<file path="config.mk">
export PLATFORM = sky130hd
export DESIGN_NAME = pcd_sqrt
export DESIGN_NICKNAME = d
export VERILOG_FILES = /design/src/rtl/core/pcd_pkg.sv /design/src/rtl/core/pcd_sqrt.sv
export SDC_FILE = /design/constraint.sdc
export NUM_CORES = 1
export LEC_CHECK = 0
export BUFFER_PORTS_ARGS = -buffer_cell sky130_fd_sc_hd__clkbuf_2
export CAP_MARGIN = 10
export CORE_MARGIN = 2
export CORE_UTILIZATION = 30
export CTS_BUF_LIST = sky130_fd_sc_hd__clkbuf_4 sky130_fd_sc_hd__clkbuf_8
export CTS_CLUSTER_DIAMETER = 200
export DETAILED_ROUTE_END_ITERATION = 8
export GPL_TIMING_DRIVEN = 0
export HOLD_SLACK_MARGIN = 0.03
export PLACE_DENSITY_LB_ADDON = 0.3
export SLEW_MARGIN = 20
export SYNTH_ARGS = -nofsm -noshare
export SYNTH_HDL_FRONTEND = slang
export SYNTH_SLANG_ARGS = --single-unit
</file>
<file path="constraint.sdc">
create_clock -name clk -period 11.4 [get_ports clk]
set_input_delay 2.28 -clock clk [delete_from_list [all_inputs] [get_ports clk]]
set_output_delay 2.28 -clock clk [all_outputs]
set_load 0.01 [all_outputs]
</file>
<file path="src/rtl/core/pcd_pkg.sv">
// Package for the point-to-center distance block.
// Holds the sizes, the field widths and the control bundle that drives the cell row.
// No dependencies.
package pcd_pkg;

  localparam int unsigned MaxCenters = 8;
  localparam int unsigned MaxDims    = 16;
  localparam int unsigned CoordBits  = 16;

  localparam int unsigned CenterW = $clog2(MaxCenters);
  localparam int unsigned DimW    = $clog2(MaxDims);
  localparam int unsigned AccW    = 37;
  localparam int unsigned SqdW    = 36;
  localparam int unsigned RootW   = 18;
  localparam int unsigned MagW    = CoordBits;
  localparam int unsigned SqW     = 2 * MagW;

  // Configuration register indexes.
  localparam logic [1:0] RegCenters = 2'd0;
  localparam logic [1:0] RegDims    = 2'd1;

  // Step enables shared by every cell of the row.
  typedef struct packed {
    logic diff_en;
    logic sq_en;
    logic acc_en;
    logic shift;
  } pcd_ctl_t;

endpackage

</file>
<file path="src/rtl/core/pcd_sqrt.sv">
// Iterative floor square root, one result bit per cycle.
// Depends on pcd_pkg.
module pcd_sqrt
  import pcd_pkg::*;
(
  input  logic             clk,
  input  logic             rst,
  input  logic             start,
  input  logic [SqdW-1:0]  din,
  output logic             done,
  output logic [RootW-1:0] root
);

  logic [SqdW-1:0]    rad;
  logic [RootW+1:0]   rem;
  logic [4:0]         cnt;
  logic               busy;
  logic [RootW+1:0]   rem_sh;
  logic [RootW+1:0]   trial;

  // One restoring step: bring down two radicand bits and try the next root bit.
  assign rem_sh = {rem[RootW-1:0], rad[SqdW-1 -: 2]};
  assign trial  = {root, 2'b01};

  always_ff @(posedge clk) begin
    if (rst) begin
      busy <= 1'b0;
      done <= 1'b0;
      cnt  <= '0;
    end else begin
      done <= 1'b0;
      if (start) begin
        busy <= 1'b1;
        cnt  <= '0;
        rad  <= din;
        rem  <= '0;
        root <= '0;
      end else if (busy) begin
        rad <= {rad[SqdW-3:0], 2'b00};
        if (rem_sh >= trial) begin
          rem  <= rem_sh - trial;
          root <= {root[RootW-2:0], 1'b1};
        end else begin
          rem  <= rem_sh;
          root <= {root[RootW-2:0], 1'b0};
        end
        if (cnt == 5'(RootW - 1)) begin
          busy <= 1'b0;
          done <= 1'b1;
        end
        cnt <= cnt + 5'd1;
      end
    end
  end

endmodule

</file>
# Yosys cells after proc, flatten, opt, wreduce, memory -nomap -nowiden

Index checks and enable logic that the tools add are counted.

Reduce and logical (&&, ||, !) cells: 4
Add/subtract/negate cells: 2
Bitwise logic cells: 2
$lt $le $gt $ge: 1
Multiplexer cells: 10
Equal/unequal tests: 1

Operator list:

| cell                                                          | count |
|---|---|
| 36-bit two-way mux                                            | 2 |
| 18-bit two-way mux                                            | 3 |
| 20-bit greater-or-equal comparator                            | 1 |
| 18-bit subtractor                                             | 1 |
| 5-bit by 1-bit adder with 5-bit output, second input constant | 1 |
| 5-bit equality test, second input constant                    | 1 |
| 1-bit two-way mux                                             | 5 |
| 3-bit OR reduction                                            | 1 |
| 1-bit NOT                                                     | 2 |
| 2-bit AND reduction                                           | 1 |
| 2-bit nonzero test                                            | 1 |
| 2-bit OR reduction                                            | 1 |

Register bits after elaboration: 79
Logic and storage cells: 26
Output and inout port bits: 19
Input bits: 39

# Longest topological paths before layout

Depth in word-level cells: 4
Depth in mapped cells: 10
Gate-level depth less buffers: 8

# Worst setup path before layout

OpenSTA, ideal clock, no wires.

Path type: input to register
Start point: in start
End point: reg rad[0], enable pin
Required time: 10.898 ns
Arrival time: 5.987 ns
Path slack: 4.910 ns
Stages on the path: 4
Buffers on the path: 2
Setup time: 0.502 ns
Cell sequence: clkbuf_1 -> clkbuf_1 -> nor2_1 -> nor2_1

Cells in the longest elaborated chain, start to end: 2

Ends and longest elaborated chain:

| element                              | RTL line       | RTL |
|---|---|---|
| start, declared                      | pcd_sqrt.sv:8  | `input logic start,` |
| 2-bit nonzero test (no source line)  | -              |  |
| 2-bit AND reduction (no source line) | -              |  |
| end signal, assigned                 | pcd_sqrt.sv:35 | `rad <= din;` |
| end signal, assigned                 | pcd_sqrt.sv:39 | `rad <= {rad[SqdW-3:0], 2'b00};` |
| end, declared                        | pcd_sqrt.sv:14 | `logic [SqdW-1:0] rad;` |

Every way passes these cells.
A chain may end at the register's enable or synchronous reset.

# Worst setup path in the final report

Start point: in start
End point: reg rad[9], enable pin

The elaborated chain is that of the path after synthesis.

==> impl_metrics.csv <==
group,metric,value,unit
cts,cts_resized,0,
grt,grt_pass1_wl,16800,um
cts,clockRootBuffer,"clkbuf_8",
final_layout,n_fill_cell,1495,
route,drtIter0Drc,143,
flow_run,maxCapViolations,0,
worst_setup_path,crit_fanout,28,
place,routabilityCongestion,0.889,
yosys,synth_top_family_by_area,"compound AO/OA/AOI/OAI gates",
floorplanning,die_area,15800,um2
floorplanning,start_util,0.306,
pwr,p_clk_frac,0.286,
yosys,ys.flop_type,"edfxtp_1",
yosys,synthMuxAreaShare,0.0928,
final_layout,final_common_cell,"edfxtp_1",
place,io_buffers,56,
pwr,total_power,722,uW
pwr,power.internal,495,uW
yosys,syn_nets,451,
cts,post_cts_buffers,0,
sta,period_share,0.347,
pwr,ir_worst_vdd,0.0696,mV
yosys,synth_simple_gate_area_share,0.119,
floorplanning,core_area,14500,um2
yosys,synth-compound-area-share,0.145,
route,finalWirelength,10300,um
grt,first_global_vias,3436,
sta,fin_tns_setup,0,ns
route,vias_per_cell,5.12,
run_status,status,"completed",
route,drc,0,
floorplanning,io_pins,58,
worst_setup_path,crit_type,"input port to flop",
pwr,p_switching,227,uW
final_layout,num_antenna_cells,0,
place,hpwl,7400,um
pwr,p_seq_frac,0.485,
sta,fmax,252,MHz
sta,rsz0062_at_grt,"false",
final_layout,final_core_util,0.359,
grt,grt_max_degree,29,
pwr,comb_power_share,0.229,
route,firstDrtPassIters,4,
final_layout,syn_to_final_growth,17.4,%
cts,cts_tree,"yes",
worst_setup_path,worst_setup_path_end_kind,"flop",
floorplanning,die_h,126,um
final_layout,final_nets,521,
final_layout,final_layout_size_suffix_gt1_frac,0.273,
yosys,synthDistinctLibCells,59,
yosys,synth-edff-count,72,
yosys,synth-adder-area-share,0.0619,
pwr,power.share.switching,0.314,
yosys,seq_area_frac_synth,0.517,
cts,cts-buffers-inserted,9,
cts,numClockSinks,79,
worst_setup_path,arrival,4.04,ns
yosys,synth_xor_area_frac,0.0236,
yosys,syn_avg_cell_area,11.4,um2
yosys,synth_seq_cells,79,
worst_setup_path,required,11.48,ns
sta,hold_viol,0,
pwr,p_leak,2.06,nW
worst_setup_path,critPathLaunchType,"input port",
sta,finClkSkew,0.0139,ns
sta,period_minus_slack,3.96,ns
cts,worstSkewPairLatency,0.39,ns
grt,antenna_found_initial,0,
cts,clk_pin_slew,0.09,ns
worst_hold_path,worst_hold_path_type,"flop to flop",
floorplanning,die_x,126,um
final_layout,mostFrequentLayoutCells,"edfxtp_1 (72), clkbuf_2 (56), nor2_1 (39)",
grt,grt_use_total,0.134,
cts,holdBufCountCts,0,
sta,slew_headroom,0.555,
sta,finalMaxSlewViolations,0,
sta,final-setup-viol-count,0,
route,ant_nets,0,
cts,cts_max_path_buffers,2,
yosys,synthCells,390,
route,routedWlPerCell,15.9,um
yosys,ys_async_sr_fraction,0,
grt,grt_overflow,0,
cts,htreeDepth,3,
floorplanning,num_rows,44,
sta,worst_pin_slew,0.668,ns
pwr,power_density,138,nW/um2
yosys,syn_area,4450,um2
route,vias,3326,
yosys,yosysWarnings,0,
-- power by group through the flow --
| stage | registers, mW | logic, mW | clock network, mW |
|---|---|---|---|
| 6_report | 0.350 | 0.166 | 0.207 |
| 5_1_grt | 0.353 | 0.184 | 0.223 |
| 4_1_cts | 0.350 | 0.165 | 0.213 |
| 3_5_place_dp | 0.357 | 0.164 | 0 |
| 3_3_place_gp | 0.359 | 0.157 | 0 |
| 2_1_floorplan | 0.357 | 0.117 | 0 |
-- cell type report --
cell class | instances | area (um2) | share of cell area
plain buffers | 16 | 76.3 | 0.0146
flip-flops and latches | 79 | 2300 | 0.441
well taps | 184 | 230 | 0.0441
clock inverters | 7 | 63.8 | 0.0122
repair buffers | 59 | 348 | 0.0666
clock buffers | 9 | 124 | 0.0237
multi-input cells | 268 | 1980 | 0.379
inverters | 27 | 101 | 0.0194
-- stage by stage --
stage | area [um2] | setup slack, ns | hold slack [ns] | cells
floorplan | 4450 | 4.91 | 0.471 | 390
global placement | 4960 | 2.97 | 0.488 | 630
detailed placement | 5030 | 6.97 | 0.514 | 633
CTS | 5220 | 7.38 | 0.526 | 649
global route | 5220 | 7.21 | 0.575 | 649
finish | 5220 | 7.44 | 0.528 | 649
-- layer usage --
layer / global-route usage / routed length, um / up-vias
met5: 0 / 0 / -
met4: 0.0724 / 353 / 0
met3: 0.0476 / 916 / 26
met2: 0.204 / 4590 / 119
met1: 0.166 / 4450 / 1571
li1: - / - / 1610
-- cell usage after synthesis (2+ instances only) --
cell type,n,share of area
nand2b_1,2,0.0028
dfxtp_1,7,0.031
o21ai_1,3,0.0034
xnor2_1,4,0.0079
nor4bb_1,2,0.0045
a211oi_1,7,0.012
a21boi_0,2,0.0034
a21oi_1,22,0.025
nor3_1,7,0.0079
and2_1,2,0.0028
nor2_1,40,0.034
and3_1,5,0.0070
xor2_1,8,0.016
or2_2,2,0.0028
a311oi_1,2,0.0039
buf_2,4,0.0045
nand3_1,20,0.022
inv_1,27,0.023
buf_1,3,0.0025
nand2_1,12,0.010
o2111a_1,2,0.0051
nor2b_1,2,0.0028
a21o_1,6,0.010
o211a_1,2,0.0045
a31oi_1,2,0.0028
edfxtp_1,72,0.49
nand4_1,4,0.0056
mux2i_1,3,0.0067
mux2_2,34,0.086
o21ai_0,14,0.016
clkbuf_1,7,0.0059
o21a_1,5,0.0084
a221oi_1,2,0.0039
o211ai_1,5,0.0084
o22ai_1,4,0.0056
ha_1,22,0.062
-- state kept, by name, summed over array words and instances (netlist names) --
register / count
rem: 18
busy: 1
done: 1
root: 18
rad: 36
cnt: 5
-- worst max-delay path, cell delays in order --
cell and delay (ns):
clkbuf_1 0.38, clkbuf_1 0.53, nor2_1 0.17, nor2_4 0.23, buf_12 0.22, buf_12 0.21
-- cells by family after synthesis --
logic type | after synthesis
AO/OA/AOI/OAI | 92
buffers and inverters | 43
AND/OR/NAND/NOR | 105
flip-flops | 79
multiplexers | 37
adder cells (fa/ha/maj) | 22
XOR/XNOR | 12
-- final timing paths --
path | start | end | slack [ns] | depth (start not counted)
max | start | rad[9] | 7.44 | 6
min | cnt[1] | cnt[1] | 0.53 | 2
max reg2reg | rem[7] | rem[2] | 8.57 | 8
min reg2reg | cnt[1] | cnt[1] | 0.53 | 2
No activity file was read; power rests on OpenSTA's default activity.
