## src/rtl/core/pcd_pkg.sv

```systemverilog
// Package for the point-to-center distance block.
// Holds the sizes, the field widths and the control bundle that drives the cell row.
// No dependencies.
package pcd_pkg;

  localparam int unsigned MaxCenters = 8;
  localparam int unsigned MaxDims    = 16;
  localparam int unsigned CoordBits  = 16;

  localparam int unsigned CenterW = $clog2(MaxCenters);
  localparam int unsigned DimW    = $clog2(MaxDims);
  localparam int unsigned AccW    = 37;
  localparam int unsigned SqdW    = 36;
  localparam int unsigned RootW   = 18;
  localparam int unsigned MagW    = CoordBits;
  localparam int unsigned SqW     = 2 * MagW;

  // Configuration register indexes.
  localparam logic [1:0] RegCenters = 2'd0;
  localparam logic [1:0] RegDims    = 2'd1;

  // Step enables shared by every cell of the row.
  typedef struct packed {
    logic diff_en;
    logic sq_en;
    logic acc_en;
    logic shift;
  } pcd_ctl_t;

endpackage

```

## src/rtl/core/pcd_cell.sv

```systemverilog
// One center cell: holds the center's coordinates and its running squared distance.
// Accumulators pass toward cell zero when results are read out. Depends on pcd_pkg.
module pcd_cell
  import pcd_pkg::*;
(
  input  logic                        clk,
  input  logic                        rst,
  input  logic                        load_we,
  input  logic [DimW-1:0]             load_dim,
  input  logic signed [CoordBits-1:0] load_val,
  input  logic [DimW-1:0]             rd_dim,
  input  logic signed [CoordBits-1:0] point_val,
  input  pcd_ctl_t                    ctl,
  input  logic                        active,
  input  logic [AccW-1:0]             acc_in,
  output logic [AccW-1:0]             acc
);

  logic signed [CoordBits-1:0] coords [MaxDims];
  logic signed [CoordBits:0]   diff;
  logic [MagW-1:0]             mag;
  logic [SqW-1:0]              sq;
  logic [AccW:0]               sum;

  // Center coordinate store, one entry per dimension.
  always_ff @(posedge clk) begin
    if (load_we) begin
      coords[load_dim] <= load_val;
    end
  end

  // Difference, then square, each registered.
  always_ff @(posedge clk) begin
    if (ctl.diff_en) begin
      diff <= {point_val[CoordBits-1], point_val} - {coords[rd_dim][CoordBits-1], coords[rd_dim]};
    end
    if (ctl.sq_en) begin
      sq <= mag * mag;
    end
  end

  assign mag = diff[CoordBits] ? MagW'(-diff) : MagW'(diff);
  assign sum = {{(AccW + 1 - SqW){1'b0}}, sq} + {1'b0, acc};

  // Saturating accumulator; read-out shifts the neighbor's sum in.
  always_ff @(posedge clk) begin
    if (rst) begin
      acc <= '0;
    end else if (ctl.shift) begin
      acc <= acc_in;
    end else if (ctl.acc_en && active) begin
      acc <= sum[AccW] ? {AccW{1'b1}} : sum[AccW-1:0];
    end
  end

endmodule

```

## config.mk

```make
export PLATFORM = sky130hd
export DESIGN_NAME = pcd_cell
export DESIGN_NICKNAME = d
export VERILOG_FILES = /design/src/rtl/core/pcd_pkg.sv /design/src/rtl/core/pcd_cell.sv
export SDC_FILE = /design/constraint.sdc
export NUM_CORES = 1
export LEC_CHECK = 0
export BUFFER_PORTS_ARGS = -buffer_cell sky130_fd_sc_hd__buf_2
export CAP_MARGIN = 10
export CORE_MARGIN = 1
export CORE_UTILIZATION = 63
export CTS_CLUSTER_SIZE = 8
export DETAILED_ROUTE_END_ITERATION = 10
export GPL_TIMING_DRIVEN = 0
export PLACE_DENSITY = 0.8
export SYNTH_ARGS = -nofsm -noshare
export SYNTH_HDL_FRONTEND = slang
export SYNTH_SLANG_ARGS = --single-unit
```

## constraint.sdc

```tcl
create_clock -name clk -period 9.8 [get_ports clk]
set_input_delay 1.96 -clock clk [delete_from_list [all_inputs] [get_ports clk]]
set_output_delay 1.96 -clock clk [all_outputs]
set_load 0.02 [all_outputs]
```

[Yosys cells after proc, flatten, opt, wreduce, memory -nomap -nowiden]
Memories as Yosys holds them, arrays and structs flattened.
Cells that the tools add are included.
Cells by class
  $add $sub $neg: 3
  $mul: 1
  mux-type cells: 6
  reduce and logical (&&, ||, !) cells: 2
Operators with widths (count)
  two-way mux 37 bit: 3
  adder 32 x 37 -> 38 bit: 1
  multiplier 16 x 16 -> 32 bit: 1
  subtractor 16 x 16 -> 17 bit: 1
  two-way mux 16 bit: 1
  negation 16 bit: 1
  two-way mux 1 bit: 2
  nonzero test 2 bit: 1
  logical AND 1 bit: 1
Storage, ports and cells
  register bits: 86
  RAM bits: 256
  input bits: 85
  logic and storage cells: 16
  memories: 1
Memory list
  coords: words 16, width 16, read ports 1, clocked after Yosys merged registers in 0, wr ports 1, RTL line pcd_cell.sv:19  | logic signed [CoordBits-1:0] coords [MaxDims];

[Depth between registers and ports, before layout]
Gate-level depths: netlist of run 1.
  word-level depth: 4
  gate-level depth with buffers: 33
  gate-level depth less buffers: 32

[Worst setup path after synthesis of run 1]
No wires, ideal clock.
  path type: flip-flop to flip-flop
  start point: register diff[5]
  end point: register sq[28] (data pin)
  data arrival time: 7976 ps
  required time: 9528 ps
  slack: 1552 ps
  stages on the path, launching flop included: 30
  buffers on the path: 0
  cells stage by stage: edfxtp_1 -> or4_1 -> nor3_1 -> nand2b_1 -> o31ai_1 -> xor2_1 -> clkinv_1 -> nand2_1 -> inv_1 -> fa_1 -> inv_1 -> fa_1 -> inv_1 -> fa_1 -> fa_1 -> fa_1 -> inv_1 -> fa_1 -> inv_1 -> ha_1 -> and4_1 -> a41oi_1 -> o21ai_0 -> a31oi_2 -> o21ai_2 -> o21ai_1 -> o2111ai_1 -> and2_1 -> and4b_1 -> or4b_1
Between the ends
  cells in the longest elaborated chain, start to end: 3
RTL lines
  start, declared: RTL line pcd_cell.sv:20  | logic signed [CoordBits:0] diff;
  start signal, assigned: RTL line pcd_cell.sv:35  | diff <= {point_val[CoordBits-1], point_val} - {coords[rd_dim][CoordBits-1], coords[rd_dim]};
  negation 16 bit: RTL line pcd_cell.sv:42  | assign mag = diff[CoordBits] ? MagW'(-diff) : MagW'(diff);
  two-way mux 16 bit (*): RTL line pcd_cell.sv:42
  multiplier 16 x 16 -> 32 bit (*): RTL line pcd_cell.sv:38  | sq <= mag * mag;
  end signal, assigned: RTL line pcd_cell.sv:38
  end, declared: RTL line pcd_cell.sv:22  | logic [SqW-1:0] sq;
Mark *: on every way between the ends. The rest lies on a longest branch, timed or not.
A chain may end at the register's enable or synchronous reset.

[Worst setup path in the final report of run 1]
Ends and elaborated chain as after synthesis.

==> results of run 1 <==
## sequential cells by signal (all words and copies together) (netlist names)
| name | count |
|---|---|
| sq | 31 |
| coords | 256 |
| diff | 17 |
| acc | 37 |
## routing by layer
layer  share of wire  wire [µm]  up-vias
met3           0.068       3870      171
met2            0.52      29500      749
met5               0          0        -
met4           0.047       2680        0
met1            0.37      21000     7528
li1                -          -     6687
## cell usage in the layout, fill, tap and decap left out, drive strengths merged, types with 4 or more instances in the layout
cell type	instances
a31oi	5
a211o	4
or3	9
o31ai	5
mux4	80
buf	146
nand3	17
ha	147
xor2	30
dfxtp	37
fa	163
nor2b	6
a41oi	4
o21ai	47
clkinv	6
nand2b	10
and2	8
o221ai	4
a2111oi	21
clkbuf	102
xnor2	57
nor3	40
a21oi	57
o22ai	7
a211oi	18
o21bai	9
nand3b	4
and3	12
nor2	150
o21a	12
inv	272
nand2	110
a21o	28
o211ai	6
edfxtp	304
a21boi	6
## worst paths after layout
check,start,end,slack [ns],cells past startpoint
max reg2reg,diff[5],sq[28],0.47,27
min,acc[31],acc[31],0.55,1
min reg2reg,acc[31],acc[31],0.55,1
max,diff[5],sq[28],0.47,27
## through the flow
stage               setup WS [ns]   util  hold slack (ns)  std cells  area, µm²
global placement           -0.129  0.677            0.519       2353      23500
CTS                        0.0405  0.727            0.536       2443      25200
floorplan                    1.55      -            0.510       1783      22400
global route             0.000224  0.728            0.561       2444      25300
finish                      0.474  0.728            0.551       2444      25300
detailed placement         -0.183  0.687            0.529       2371      23800
## final cells by class
class / instances / area [µm²]
multi-input cells: 1119 / 11400
flip-flops and latches: 341 / 9870
fillers: 2293 / 9440
clock buffers: 67 / 1320
inverters: 276 / 1050
repair buffers: 135 / 876
well taps: 455 / 569
plain buffers: 46 / 185
clock inverters: 5 / 55.1
## what timing repair did
action / in CTS / in global routing
endpoints found under the setup margin: 1 / 3
buffers inserted: 0 / 2
pin swaps: 0 / 2
gates resized for setup: 5 / 4
endpoints found under the hold margin: 0 / 0
## critical path: stages (launching register included)
cell	delay, ns
edfxtp_1	0.45
or4_1	0.59
nor3_1	0.24
nand2b_1	0.17
o21ai_0	0.23
xor2_1	0.75
inv_1	0.13
clkbuf_1	0.31
nand2_1	0.19
fa_1	0.46
fa_1	0.55
inv_1	0.05
fa_1	0.48
fa_1	0.52
fa_1	0.55
inv_1	0.05
fa_1	0.53
inv_1	0.06
ha_1	0.37
a41oi_1	0.32
o21ai_0	0.23
a31oi_2	0.33
o21ai_2	0.15
o21ai_1	0.22
o2111ai_1	0.20
and2_1	0.22
and4b_1	0.18
or4b_1	0.51
## cell families (layout without fill, tap and decap cells)
logic type / count (synthesis) / in the layout / share of synthesized area
compound gates: 259 / 259 / 0.0834
xor+xnor: 87 / 87 / 0.0344
fa+ha+maj: 310 / 310 / 0.228
buf+inv: 323 / 529 / 0.0548
flops: 341 / 341 / 0.441
mux: 80 / 80 / 0.0806
simple gates: 383 / 383 / 0.0773
==> impl_metrics.ini, run 1 <==
[worst_setup_path]
cp-start-kind = flip-flop
worstPathRequired_ns = 10.11
worstPathArrival_ns = 9.63
cp_max_fo = 10
path_class = flip-flop to flip-flop
end_kind = flip-flop

[timing]
slew_headroom = 0.218
tightest_slew_ns = 1.17
drv_slew = 0
clock_skew_ns = 0.0165
clock.fmax_mhz = 107
fin_crit_sh = 0.952
rsz0062_at_grt = false
hold_violations = 0
setup_viol = 0
finalSetupTns_ns = 0
layout_min_cycle_time_ns = 9.33

[global_routing]
antenna_found_initial = 0
grt_pass1_vias = 15700
gr-usage-met3 = 0.0515
grt_remaining_overflow = 0
use_met1 = 0.392
busiest_layer = met2
use_met2 = 0.574
grt_pass1_wl_mm = 87.1
grt_max_degree = 32
grt_use_total = 0.326

[worst_hold_path]
hp-class = flip-flop to flip-flop

[drt]
route.antenna.remaining_nets = 0
wl_per_cell_um = 23.4
finalWirelength_mm = 57.1
viasPerCell = 6.19
drc_errors = 0
dr_total_vias = 15100
dr.pass1.iters = 5
dr.first_iter.drc_count = 1313

[die]
die_area_um2 = 36300
initial_utilization = 0.644
core_um2 = 34700
rows = 68
die_y_um = 190
ios = 122
die_x_um = 190

[synth]
yosys_register_bits = 341
yosysTopAreaCell = edfxtp_1
synth_most_common_cell = edfxtp_1
synthFlopType = edfxtp_1
syn-num-nets = 2178
synth_top_area_frac = 0.408
synth_edf_count = 304
yosys-top-cells-count = edfxtp_1 (304), inv_1 (269), fa_1 (163)
netlist_instances = 1783
ys_async_sr_fraction = 0
ys.warnings.count = 0
synth.area.top_cells = edfxtp_1 (41%), fa_1 (15%), ha_1 (8.2%)
netlist_area_um2 = 22400
synth_cell_type_count = 77
ys_seq_area_frac = 0.441
syn_avg_cell_area_um2 = 12.5

[placement]
dp_hpwl_mm = 40.3
gp_congestion = 0.941
port_buffers = 115

[cts]
htreeDepth = 2
root_buffer = clkbuf_16
numCtsBuffers = 49
clockBufferDepth = 3
clock-sinks = 341
holdBufCountCts = 0
clk_latency_ns = 0.58
clkTransAtPathRegs_ns = 0.05
cts_tree = yes

[finish]
area_growth_pct = 13.0
diodes = 0
nets = 2363
drive_above_1_share = 0.165

[flow_run]
cap_violations = 0

[status]
outcome = complete, no violations
Power of run 1 is left out: the tool's default activity adds up to more than one toggle a clock period on the data nets, which glitch-free logic cannot reach.
==> run 2, diff against run 1 <==
--- a/config.mk
+++ b/config.mk
@@ -13,6 +13,7 @@
 export DETAILED_ROUTE_END_ITERATION = 10
 export GPL_TIMING_DRIVEN = 0
 export PLACE_DENSITY = 0.8
+export REMOVE_ABC_BUFFERS = 1
 export SYNTH_ARGS = -nofsm -noshare
 export SYNTH_HDL_FRONTEND = slang
 export SYNTH_SLANG_ARGS = --single-unit
==> impl_metrics.ini, run 2 (synthesis gave the netlist of run 1 again) <==
[worst_setup_path]
worst-r2r-setup-slack_ns = 0.29
cp-start-kind = flip-flop
cp.depth = 26
path_class = flip-flop to flip-flop
worstPathRequired_ns = 10.10
timing.critical_path.buf_inv = 4
cp_max_fo = 11
timing.critical_path.mode_cell = fa_1
r2r_end = sq[28]
worst_r2r_startpoint = diff[5]
slowest_stage = xor2_1
slowest_delay_ns = 0.77
crit_family = adder cells
r2r_cells = 26
end_kind = flip-flop
worstPathArrival_ns = 9.81

[finish]
multiInputGateArea_um2 = 11400
fin_area_um2 = 25300
nets = 2338
final.fill_count = 2180
layout_common_cells = edfxtp_1 (304), inv_1 (268), fa_1 (163), ha_1 (147), nor2_1 (137)
largest-register = coords
layout_commonest_cell = edfxtp_1
seqCellArea_um2 = 9870
largest_reg_flops = 256
area_growth_pct = 13.0
final_core_util = 0.728
largest_registers = coords (256), acc (37), sq (31)
drive_above_1_share = 0.176

[drt]
dr.first_iter.drc_count = 1355
finalWirelength_mm = 56.0
dr_total_vias = 15300
dr.pass1.iters = 5
viasPerCell = 6.30
wl_per_cell_um = 23.1
drc_errors = 0
route.antenna.remaining_nets = 0

[global_routing]
grt_use_total = 0.318
grt_pass1_wl_mm = 86.7
grt_pass1_vias = 16100
grt_remaining_overflow = 0
grt_max_degree = 65
antenna_found_initial = 5

[cts]
htreeDepth = 2
numCtsBuffers = 49
clkTransAtPathRegs_ns = 0.05
clk_latency_ns = 0.58
clock-sinks = 341
root_buffer = clkbuf_16
holdBufCountCts = 0
cts_tree = yes
clockBufferDepth = 3

[placement]
dp_hpwl_mm = 37.9
gp_congestion = 0.938
placed_cell_area_um2 = 23700
port_buffers = 121

[status]
outcome = complete, no violations

[die]
ios = 122
die_x_um = 190
core_um2 = 34700
rows = 68
die_y_um = 190
die_area_um2 = 36300
initial_utilization = 0.644

[timing]
layout_min_cycle_time_ns = 9.51
setup_viol = 0
clock.fmax_mhz = 105
tightest_slew_ns = 1.18
slew_headroom = 0.212
hold_ws_ns = 0.527
clock_skew_ns = 0.0213
hold_violations = 0
fin_crit_sh = 0.970
drv_slew = 0

[worst_hold_path]
holdPathEnd = acc[9]
worstHoldStart = acc[9]
hp-class = flip-flop to flip-flop
holdPathStages = 2

[flow_run]
cap_violations = 0
-- run 2: cell types whose count changed in the layout (fill, tap and decap cells not counted), moves of 2 or more --
cell | previous run | this run
buf_1 | 8 | 0
inv_16 | 0 | 2
buf_2 | 116 | 119
buf_4 | 4 | 18
clkinv_2 | 3 | 1
diode_2 | 0 | 4
clkbuf_1 | 52 | 19
-- run 2: final cells by class --
| type | count | share of cell area |
|---|---|---|
| clock buffer | 68 | 0.0514 |
| timing repair buffer | 156 | 0.0405 |
| clock inverter | 4 | 0.00307 |
| sequential | 341 | 0.391 |
| tap | 455 | 0.0225 |
| antenna | 4 | 0.000396 |
| multi-input combinational | 1119 | 0.450 |
| inverter | 276 | 0.0415 |
-- run 2: layer usage --
layer | routed length, µm | global-route usage | vias to the layer above
li1 | - | - | 6656
met1 | 19600 | 0.385 | 7488
met2 | 28300 | 0.548 | 916
met3 | 5380 | 0.0609 | 206
met4 | 2720 | 0.154 | 2
met5 | 15 | 0 | -
-- run 2: through the flow --
step / std cells / TNS (ns) / worst slack, ns
detailed placement: 2333 / -0.207 / -0.207
global placement: 2312 / -0.138 / -0.138
global route: 2421 / -0.0125 / -0.0125
finish: 2423 / 0 / 0.290
CTS: 2405 / 0 / 0.0942
floorplan: 1736 / 0 / 1.55
-- run 2: worst max-delay path by stage --
stage / from / endpoint / slack, ns
floorplan: diff[5] / sq[28] / 1.55
global placement: diff[0] / sq[28] / -0.14
detailed placement: diff[0] / sq[28] / -0.21
CTS: diff[0] / sq[28] / 0.09
global route: diff[5] / sq[28] / -0.01
finish: diff[5] / sq[28] / 0.29
-- run 2: worst min-delay path: stages (launching register included) --
cell	delay, ns
dfxtp_1	0.32
nor2_1	0.11
nor4_1	0.05
-- run 2: repair_timing --
action / 4_1_cts / 5_1_grt
buffers inserted: 0 / 13
pin swaps: 0 / 3
resized for setup: 5 / 5
setup endpoints to repair: 1 / 3
Power of run 2 is left out for the same reason.
